File: config.mk
export PLATFORM = sky130hd
export DESIGN_NAME = current_event_segmenter_classifier_core
export DESIGN_NICKNAME = d
export VERILOG_FILES = /design/src/design/ces_pkg.sv /design/src/design/ces_seg.sv /design/src/design/ces_evq.sv /design/src/design/ces_cls.sv /design/src/design/current_event_segmenter_classifier_core.sv
export SDC_FILE = /design/constraint.sdc
export NUM_CORES = 1
export LEC_CHECK = 0
export ABC_AREA = 1
export BUFFER_PORTS_ARGS = -buffer_cell sky130_fd_sc_hd__buf_2
export CAP_MARGIN = 0
export CORE_ASPECT_RATIO = 1.4
export CORE_MARGIN = 2
export CORE_UTILIZATION = 68
export DETAILED_ROUTE_END_ITERATION = 10
export GPL_TIMING_DRIVEN = 0
export PLACE_DENSITY = 0.9
export REMOVE_ABC_BUFFERS = 1
export SYNTH_ARGS = -nofsm -noshare
export SYNTH_HDL_FRONTEND = slang
export SYNTH_HIERARCHICAL = 1
export SYNTH_SLANG_ARGS = --single-unit
export TNS_END_PERCENT = 1
File: constraint.sdc
create_clock -name i_clk -period 11.5 [get_ports i_clk]
set_input_delay 1.15 -clock i_clk [delete_from_list [all_inputs] [get_ports i_clk]]
set_output_delay 1.15 -clock i_clk [all_outputs]
set_load 0.02 [all_outputs]
File: src/design/ces_pkg.sv
`timescale 1ns / 1ps
package ces_pkg;

    localparam int SampleW  = 16;
    localparam int LenW     = 16;
    localparam int SumW     = SampleW + LenW;
    localparam int ThrW     = 12;
    localparam int CfgDataW = 16;
    localparam int CfgIdxW  = 3;

    localparam logic [LenW-1:0] MaxEventLen = 16'hFFFF;

    // event queue between segmenter and classifier
    localparam int QDepth = 4;
    localparam int QPtrW  = $clog2(QDepth);
    localparam int QCntW  = QPtrW + 1;

    // register indexes
    localparam logic [CfgIdxW-1:0] RegJoinThr = 3'd0;
    localparam logic [CfgIdxW-1:0] RegC0Low   = 3'd1;
    localparam logic [CfgIdxW-1:0] RegC0High  = 3'd2;
    localparam logic [CfgIdxW-1:0] RegC1Low   = 3'd3;
    localparam logic [CfgIdxW-1:0] RegC1High  = 3'd4;
    localparam logic [CfgIdxW-1:0] RegC2Low   = 3'd5;
    localparam logic [CfgIdxW-1:0] RegC2High  = 3'd6;

    // register reset values
    localparam logic [ThrW-1:0]            JoinThrReset = 12'd32;
    localparam logic signed [SampleW-1:0]  C0LowReset   = 16'sd640;
    localparam logic signed [SampleW-1:0]  C0HighReset  = 16'sd720;
    localparam logic signed [SampleW-1:0]  C1LowReset   = 16'sd800;
    localparam logic signed [SampleW-1:0]  C1HighReset  = 16'sd960;
    localparam logic signed [SampleW-1:0]  C2LowReset   = 16'sd1200;
    localparam logic signed [SampleW-1:0]  C2HighReset  = 16'sd1360;

    // class codes
    localparam logic [1:0] ClassAaa     = 2'd0;
    localparam logic [1:0] ClassCgt     = 2'd1;
    localparam logic [1:0] ClassTac     = 2'd2;
    localparam logic [1:0] ClassUnknown = 2'd3;

    typedef struct packed {
        logic                en;
        logic [CfgIdxW-1:0]  index;
        logic [CfgDataW-1:0] data;
    } t_cfg_wr;

    typedef struct packed {
        logic signed [SampleW-1:0] mean;
        logic [LenW-1:0]           length;
        logic                      done;
        logic                      last;
    } t_event;

    typedef struct packed {
        logic [1:0]                class_code;
        logic signed [SampleW-1:0] mean;
        logic [LenW-1:0]           length;
        logic                      done;
        logic                      last;
    } t_result;

endpackage

File: src/design/ces_seg.sv
`timescale 1ns / 1ps
module ces_seg
    import ces_pkg::*;
(
    input  logic                      i_clk,
    input  logic                      i_rst_n,
    input  t_cfg_wr                   i_cfg,
    input  logic                      i_push,
    input  logic signed [SampleW-1:0] i_sample,
    input  logic                      i_end_of_read,
    output logic                      o_full,
    input  logic [QCntW-1:0]          i_q_count,
    output logic                      o_q_push,
    output t_event                    o_q_rec
);

    localparam int DivSteps = SumW;
    localparam int StepW    = $clog2(DivSteps);

    typedef enum logic [1:0] {S_IDLE, S_PREP, S_DIV} t_state;

    t_state                    r_state;
    logic [ThrW-1:0]           r_thr;
    logic signed [SumW-1:0]    r_sum;
    logic [LenW-1:0]           r_count;
    logic                      r_open;
    logic signed [SampleW-1:0] r_mean;
    logic                      r_eor;
    logic [SumW-1:0]           r_dvd;
    logic [LenW-1:0]           r_rem;
    logic                      r_neg;
    logic [StepW-1:0]          r_step;
    logic                      r_q_push;
    t_event                    r_q_rec;

    logic                      accept;
    logic signed [SumW-1:0]    s_ext;
    logic signed [SampleW:0]   diff;
    logic [SampleW:0]          abs_diff;
    logic                      join_ok;
    logic [LenW:0]             rem_shift;
    logic [LenW+1:0]           trial;
    logic                      q_bit;
    logic [SumW-1:0]           q_final;
    logic signed [SampleW-1:0] div_mean;

    assign o_full = !(r_state == S_IDLE && !r_q_push
                      && i_q_count <= QCntW'(QDepth - 2));
    assign accept = i_push && !o_full;

    always_comb begin
        s_ext    = SumW'(i_sample);
        diff     = {i_sample[SampleW-1], i_sample} - {r_mean[SampleW-1], r_mean};
        abs_diff = diff[SampleW] ? (SampleW+1)'(-diff) : (SampleW+1)'(diff);
        join_ok  = r_open && (abs_diff < (SampleW+1)'(r_thr)) && (r_count != MaxEventLen);

        // one restoring step of |sum| / count
        rem_shift = {r_rem, r_dvd[SumW-1]};
        trial     = {1'b0, rem_shift} - {2'b00, r_count};
        q_bit     = !trial[LenW+1];
        q_final   = {r_dvd[SumW-2:0], q_bit};
        div_mean  = r_neg ? SampleW'(-q_final[SampleW-1:0]) : q_final[SampleW-1:0];
    end

    always_ff @(posedge i_clk) begin
        if (!i_rst_n) begin
            r_state  <= S_IDLE;
            r_thr    <= JoinThrReset;
            r_sum    <= '0;
            r_count  <= '0;
            r_open   <= 1'b0;
            r_mean   <= '0;
            r_eor    <= 1'b0;
            r_q_push <= 1'b0;
            r_step   <= '0;
        end else begin
            r_q_push <= 1'b0;
            if (i_cfg.en && i_cfg.index == RegJoinThr) begin
                r_thr <= i_cfg.data[ThrW-1:0];
            end
            case (r_state)
                S_IDLE: begin
                    if (accept) begin
                        r_eor  <= i_end_of_read;
                        r_open <= 1'b1;
                        if (join_ok) begin
                            r_sum   <= r_sum + s_ext;
                            r_count <= r_count + 1'b1;
                        end else begin
                            r_sum   <= s_ext;
                            r_count <= LenW'(1);
                        end
                        // the open event closes on this sample
                        if (r_open && !join_ok) begin
                            r_q_push       <= 1'b1;
                            r_q_rec.mean   <= r_mean;
                            r_q_rec.length <= r_count;
                            r_q_rec.done   <= 1'b0;
                            r_q_rec.last   <= !i_end_of_read;
                        end
                        r_state <= S_PREP;
                    end
                end
                S_PREP: begin
                    r_neg   <= r_sum[SumW-1];
                    r_dvd   <= r_sum[SumW-1] ? SumW'(-r_sum) : SumW'(r_sum);
                    r_rem   <= '0;
                    r_step  <= '0;
                    r_state <= S_DIV;
                end
                S_DIV: begin
                    r_dvd  <= q_final;
                    r_rem  <= q_bit ? trial[LenW-1:0] : rem_shift[LenW-1:0];
                    r_step <= r_step + 1'b1;
                    if (r_step == StepW'(DivSteps - 1)) begin
                        r_mean  <= div_mean;
                        r_state <= S_IDLE;
                        if (r_eor) begin
                            r_q_push       <= 1'b1;
                            r_q_rec.mean   <= div_mean;
                            r_q_rec.length <= r_count;
                            r_q_rec.done   <= 1'b1;
                            r_q_rec.last   <= 1'b1;
                            r_sum          <= '0;
                            r_count        <= '0;
                            r_open         <= 1'b0;
                        end
                    end
                end
                default: r_state <= S_IDLE;
            endcase
        end
    end

    assign o_q_push = r_q_push;
    assign o_q_rec  = r_q_rec;

endmodule

File: src/design/ces_evq.sv
`timescale 1ns / 1ps
module ces_evq
    import ces_pkg::*;
(
    input  logic             i_clk,
    input  logic             i_rst_n,
    input  logic             i_wr,
    input  t_event           i_wr_rec,
    input  logic             i_rd,
    output t_event           o_rd_rec,
    output logic             o_empty,
    output logic [QCntW-1:0] o_count
);

    t_event            r_mem [QDepth];
    logic [QPtrW-1:0]  r_wr_ptr;
    logic [QPtrW-1:0]  r_rd_ptr;
    logic [QCntW-1:0]  r_count;

    always_ff @(posedge i_clk) begin
        if (i_wr) begin
            r_mem[r_wr_ptr] <= i_wr_rec;
        end
    end

    always_ff @(posedge i_clk) begin
        if (!i_rst_n) begin
            r_wr_ptr <= '0;
            r_rd_ptr <= '0;
            r_count  <= '0;
        end else begin
            if (i_wr) begin
                r_wr_ptr <= r_wr_ptr + 1'b1;
            end
            if (i_rd) begin
                r_rd_ptr <= r_rd_ptr + 1'b1;
            end
            case ({i_wr, i_rd})
                2'b10:   r_count <= r_count + 1'b1;
                2'b01:   r_count <= r_count - 1'b1;
                default: r_count <= r_count;
            endcase
        end
    end

    assign o_rd_rec = r_mem[r_rd_ptr];
    assign o_empty  = (r_count == '0);
    assign o_count  = r_count;

endmodule

File: src/design/ces_cls.sv
`timescale 1ns / 1ps
module ces_cls
    import ces_pkg::*;
(
    input  logic    i_clk,
    input  logic    i_rst_n,
    input  t_cfg_wr i_cfg,
    input  logic    i_q_empty,
    input  t_event  i_q_rec,
    output logic    o_q_pop,
    output logic    o_valid,
    output t_result o_res,
    input  logic    i_pop
);

    logic signed [SampleW-1:0] r_c0_lo, r_c0_hi;
    logic signed [SampleW-1:0] r_c1_lo, r_c1_hi;
    logic signed [SampleW-1:0] r_c2_lo, r_c2_hi;
    logic                      r_valid;
    t_result                   r_res;
    logic [1:0]                class_code;

    always_comb begin
        if (i_q_rec.mean >= r_c0_lo && i_q_rec.mean <= r_c0_hi) begin
            class_code = ClassAaa;
        end else if (i_q_rec.mean >= r_c1_lo && i_q_rec.mean <= r_c1_hi) begin
            class_code = ClassCgt;
        end else if (i_q_rec.mean >= r_c2_lo && i_q_rec.mean <= r_c2_hi) begin
            class_code = ClassTac;
        end else begin
            class_code = ClassUnknown;
        end
    end

    // refill the output stage when it is empty or being taken
    assign o_q_pop = !i_q_empty && (!r_valid || i_pop);

    always_ff @(posedge i_clk) begin
        if (!i_rst_n) begin
            r_c0_lo <= C0LowReset;
            r_c0_hi <= C0HighReset;
            r_c1_lo <= C1LowReset;
            r_c1_hi <= C1HighReset;
            r_c2_lo <= C2LowReset;
            r_c2_hi <= C2HighReset;
            r_valid <= 1'b0;
        end else begin
            if (i_cfg.en) begin
                case (i_cfg.index)
                    RegC0Low:  r_c0_lo <= i_cfg.data;
                    RegC0High: r_c0_hi <= i_cfg.data;
                    RegC1Low:  r_c1_lo <= i_cfg.data;
                    RegC1High: r_c1_hi <= i_cfg.data;
                    RegC2Low:  r_c2_lo <= i_cfg.data;
                    RegC2High: r_c2_hi <= i_cfg.data;
                    default:   ;
                endcase
            end
            if (o_q_pop) begin
                r_valid <= 1'b1;
            end else if (i_pop) begin
                r_valid <= 1'b0;
            end
        end
    end

    always_ff @(posedge i_clk) begin
        if (o_q_pop) begin
            r_res.class_code <= class_code;
            r_res.mean       <= i_q_rec.mean;
            r_res.length     <= i_q_rec.length;
            r_res.done       <= i_q_rec.done;
            r_res.last       <= i_q_rec.last;
        end
    end

    assign o_valid = r_valid;
    assign o_res   = r_res;

endmodule

File: src/design/current_event_segmenter_classifier_core.sv
`timescale 1ns / 1ps
// Current event segmenter and classifier.
// Input queue side: drive i_sample and i_end_of_read with push; a request is
// taken at a clock edge where push is high and full is low. Result queue side:
// while empty is low the oldest event is on the o_* result ports; pop takes it.
// Each sample either joins the open event or closes it; a closed event, and
// the event open at end of read, come out with mean, length and class code.
// Configuration: write i_cfg_wdata to register i_cfg_index with i_cfg_wr_en,
// only while the block is idle; writes take effect at the next edge.
// A new sample is not taken until the last one has been fully processed.
// After each sample the event mean is rebuilt by a radix-2 divider, one
// quotient bit per cycle over the 32-bit event sum, and full stays high
// until it finishes.
// A closed event reaches the result ports via the push register, the event
// queue and the output register; the end-of-read event once its mean is done.
// If the receiver stalls, up to four events wait in the internal queue plus
// one in the output register; full rises once fewer than two queue slots are
// free. Reset (synchronous, i_rst_n low) drops any open event and queued
// results and returns all registers to their defaults.
module current_event_segmenter_classifier_core
    import ces_pkg::*;
(
    input  logic                      i_clk,
    input  logic                      i_rst_n,
    input  logic                      i_cfg_wr_en,
    input  logic [CfgIdxW-1:0]        i_cfg_index,
    input  logic [CfgDataW-1:0]       i_cfg_wdata,
    input  logic                      push,
    output logic                      full,
    input  logic signed [SampleW-1:0] i_sample,
    input  logic                      i_end_of_read,
    output logic                      empty,
    input  logic                      pop,
    output logic [1:0]                o_class_code,
    output logic signed [SampleW-1:0] o_event_mean,
    output logic [LenW-1:0]           o_event_length,
    output logic                      o_read_done,
    output logic                      o_last_of_run
);

    t_cfg_wr          cfg;
    logic             q_push;
    t_event           q_wr_rec;
    logic             q_pop;
    t_event           q_rd_rec;
    logic             q_empty;
    logic [QCntW-1:0] q_count;
    logic             out_valid;
    t_result          out_res;

    assign cfg.en    = i_cfg_wr_en;
    assign cfg.index = i_cfg_index;
    assign cfg.data  = i_cfg_wdata;

    ces_seg u_seg (
        .i_clk         (i_clk),
        .i_rst_n       (i_rst_n),
        .i_cfg         (cfg),
        .i_push        (push),
        .i_sample      (i_sample),
        .i_end_of_read (i_end_of_read),
        .o_full        (full),
        .i_q_count     (q_count),
        .o_q_push      (q_push),
        .o_q_rec       (q_wr_rec)
    );

    ces_evq u_evq (
        .i_clk    (i_clk),
        .i_rst_n  (i_rst_n),
        .i_wr     (q_push),
        .i_wr_rec (q_wr_rec),
        .i_rd     (q_pop),
        .o_rd_rec (q_rd_rec),
        .o_empty  (q_empty),
        .o_count  (q_count)
    );

    ces_cls u_cls (
        .i_clk     (i_clk),
        .i_rst_n   (i_rst_n),
        .i_cfg     (cfg),
        .i_q_empty (q_empty),
        .i_q_rec   (q_rd_rec),
        .o_q_pop   (q_pop),
        .o_valid   (out_valid),
        .o_res     (out_res),
        .i_pop     (pop)
    );

    assign empty          = !out_valid;
    assign o_class_code   = out_res.class_code;
    assign o_event_mean   = out_res.mean;
    assign o_event_length = out_res.length;
    assign o_read_done    = out_res.done;
    assign o_last_of_run  = out_res.last;

endmodule
==> key figures <==
Hold path
  • Hold Crit Class: reg2reg
  • Hold Crit Depth: 2

Final layout
  • Ant. Diodes: 0
  • Final Cell Area: 27010 sq um
  • Layout Nets: 3213
  • Share of cells above drive strength 1: 0.08892
  • Area growth syn-to-layout: 8.093%

Logic synthesis
  • Flops & latches, synth: approximately 450
  • Dominant cells by area after synthesis: edfxtp_1, dfxtp_1, ha_1
  • Post-synth cell types: 55
  • Ys async rst share: 0
  • Mapped cell area: 24990 sq um
  • Largest area contributor in the netlist: edfxtp_1
  • Seq/Total Area, Yosys: 0.4603
  • Syn. warnings: 6
  • EDFF count, synth: between 200 and 300
  • Synth Flop Type: edfxtp_1
  • Mapped Cells: 2949
  • Yosys top cell area share: 0.3065
  • Syn_area_per_cell: 8.472 sq um

Placement
  • RD Place Congestion: 0.9518
  • Port bufs: 78
  • Placed Instance Area: around 26000 sq um
  • HPWL after detailed placement: 43.34 mm

Worst setup path
  • Slowest library cell on the worst path: fa_1
  • Crit start category: primary input
  • CP max FO: 24
  • Crit-path most repeated cell: nand2_1
  • R2R cell count: 33
  • WS Path Type: in2reg
  • Critical path data required time: ~12 ns
  • Setup crit end kind: flip-flop
  • Max incr delay on CP: roughly 0.44 ns
  • CP arrival: 6.07 ns

Timing
  • Setup violations, final: 0
  • Fin crit period: 5.777 ns
  • Final hold vios: 0
  • Worst relative slew slack: 0.1232
  • Count of pins over their slew limit: 0
  • Final Cycle Share: 0.5024
  • RSZ-0062 raised after global routing: no
  • Clock Skews: 0.03029 ns
  • TNS Setup: 0 ns
  • F_max: 173.1 MHz
  • Worst-margin pin slew: between 1 and 1.5 ns

GRT
  • Vias in the first global route: 21379
  • Largest net degree at the start of global routing: 87
  • GRT Total Usage: 0.3241
  • Initial antenna violation count: 1
  • First-pass GRT wire length: 101.1 mm
  • GRT overflow: 0

Clock tree
  • H-tree depth: 2
  • CTS Buf Count: 40
  • Skew-Pair Late Insertion Delay: 0.56 ns
  • Post-CTS setup buffer count: 0
  • Hold Buf Count CTS: 0
  • CTS resizes: 0
  • Reg clk slew, reported paths: roughly 0.060 ns
  • CTS tree: done
  • Max Buffers Root-to-Sink: 3
  • CTS sink cnt: 447
  • Root buf cell: clkbuf_16

Detailed routing
  • Post-DRT Antenna Nets: 0
  • Via/cell ratio: 6.126
  • Drt total wl: roughly 64 mm
  • Vias: 21326
  • DRC: 0
  • Wire per inst: 18.31 microns
  • DRT Pass-1 Iters: 9
  • Initial DRC count: 1910

Pwr
  • Pwr per Cell Area: 226.2 nW/um^2
  • LEAKAGE: 0.01130 uW
  • Worst IR Drop VDD: 0.3005 mV

Die
  • Num rows: 83
  • Core area: 36450 sq um
  • IO Count: 79
  • Initial core utilization: 0.6854
  • Die area: about 38000 sq um
  • Die width: 166 microns
  • Die Y: 230.8 microns

Run status
  • Run status: finished, final reports clean

Run
  • Number of max-cap violations: 0
[synthesized netlist by cell type, types with 5 or more instances]
library cell  count
or2_2             5
buf_6             7
nor2_2           27
buf_1             5
buf_2            26
o21ai_1          10
xnor2_1          37
nand2_2          21
nand2_1         533
o21ai_0         264
a31oi_1          11
a21oi_2          11
o22ai_2          20
clkbuf_1         45
o22ai_1          14
xor2_1           39
o21a_1            7
o31ai_1           7
a21oi_1         298
ha_1            186
o211ai_1         19
inv_1           391
nand3_1         137
nor2_1          222
edfxtp_1        255
a21o_1            9
nand4_1          41
dfxtp_1         192
nor3_1           39
a21boi_0          5
inv_2            11
[cell families (layout without fill, tap and decap cells)]
| group | Yosys count | in the layout | synth area share |
|---|---|---|---|
| buf+inv | 500 | 565 | 0.08213 |
| flops | 447 | 447 | 0.4603 |
| compound gates | 685 | 685 | 0.1520 |
| xor+xnor | 76 | 76 | 0.02664 |
| simple gates | 1051 | 1051 | 0.1825 |
| fa+ha+maj | 190 | 190 | 0.09635 |
[where the power goes]
group          switching (uW)  internal [uW]  leakage, uW
logic                    1700            800      0.00671
registers                 163           2030      0.00392
clock network             603            814     0.000667
total                    2470           3640       0.0113
[layer usage]
layer  GRT usage  share of wire  routed length [microns]  vias up
met2      0.6049           0.52                    33240     1092
met3     0.04629          0.070                     4435      300
li1            -              -                        -    10012
met5           0        0.00025                       16        -
met4      0.2103          0.063                     4021        2
met1      0.3384           0.35                    22030     9920
[sequential cells by signal (all words and copies together) (netlist names), 2 cells and up, named ones only]
register        cells
u_seg/r_sum        32
u_seg/r_count      16
u_cls/r_c1_hi      16
u_evq/r_wr_ptr      2
u_seg/r_thr        12
u_cls/o_res        36
u_cls/r_c0_hi      16
u_seg/r_state       2
u_cls/r_c0_lo      16
u_cls/r_c2_hi      16
u_cls/r_c2_lo      16
u_seg/r_rem        16
u_seg/r_dvd        32
u_seg/r_mean       16
u_seg/o_q_rec      34
u_evq/r_mem       136
u_cls/r_c1_lo      16
u_seg/r_step        5
u_evq/r_rd_ptr      2
u_evq/o_count       3
[area by class of cell]
type	instances	area, sq um
Sequential cell	447	11500
Multi-Input combinational cell	2002	11470
Fill cell	2377	9444
Clock inverter	26	301.5
Clock buffer	48	1084
Inverter	407	1535
Timing Repair Buffer	84	530.5
Tap cell	467	584.3
[worst paths after layout]
kind | start | to | slack [ns]
worst max-delay path | i_sample[0] | u_seg/o_q_rec[12] | 5.72
worst min-delay path | u_cls/r_c1_lo[1] | u_cls/r_c1_lo[1] | 0.46
worst max register to register | u_seg/r_mean[0] | u_seg/o_q_rec[12] | 6.12
worst min register to register | u_cls/r_c1_lo[1] | u_cls/r_c1_lo[1] | 0.46
[cell usage in the layout, fill, tap and decap left out, types with 9 or more instances in the layout]
cell type / Yosys / final
o22ai_1: 14 / 14
nor2_1: 222 / 221
a21o_1: 9 / 9
nand2_1: 533 / 533
clkbuf_16: 0 / 42
clkinv_1: 3 / 12
xor2_1: 39 / 39
o22ai_2: 20 / 20
o21ai_1: 10 / 10
xnor2_1: 37 / 37
ha_1: 186 / 185
o21ai_0: 264 / 264
edfxtp_1: 255 / 255
inv_2: 11 / 17
a21oi_1: 298 / 296
a31oi_1: 11 / 11
buf_2: 26 / 77
dfxtp_1: 192 / 191
nand2_2: 21 / 21
inv_1: 391 / 385
a21oi_2: 11 / 11
nand3_1: 137 / 137
o211ai_1: 19 / 19
nor3_1: 39 / 39
nand4_1: 41 / 41
nor2_2: 27 / 28
[worst max-delay path: cells and delay by family]
family / cells / cell delay [ns]
adder cells (fa/ha/maj): 3 / 0.96
AO/OA/AOI/OAI: 2 / 0.35
XOR/XNOR: 1 / 0.14
buffers and inverters: 6 / 0.69
AND/OR/NAND/NOR: 23 / 2.76
[metrics by stage]
step / power (uW) / worst slack (ns) / hold WS (ns) / instances / util
2_1_floorplan: 3863 / 5.101 / 0.4115 / 2856 / -
6_report: 6109 / 5.723 / 0.4595 / 3481 / 0.7409
3_5_place_dp: 4613 / 5.304 / 0.4504 / 3407 / 0.7029
3_3_place_gp: 4432 / 3.749 / 0.4265 / 3401 / 0.6980
4_1_cts: 6064 / 5.804 / 0.4602 / 3481 / 0.7409
5_1_grt: 6441 / 5.348 / 0.4737 / 3481 / 0.7409
Power figures use the tool's default switching activity.
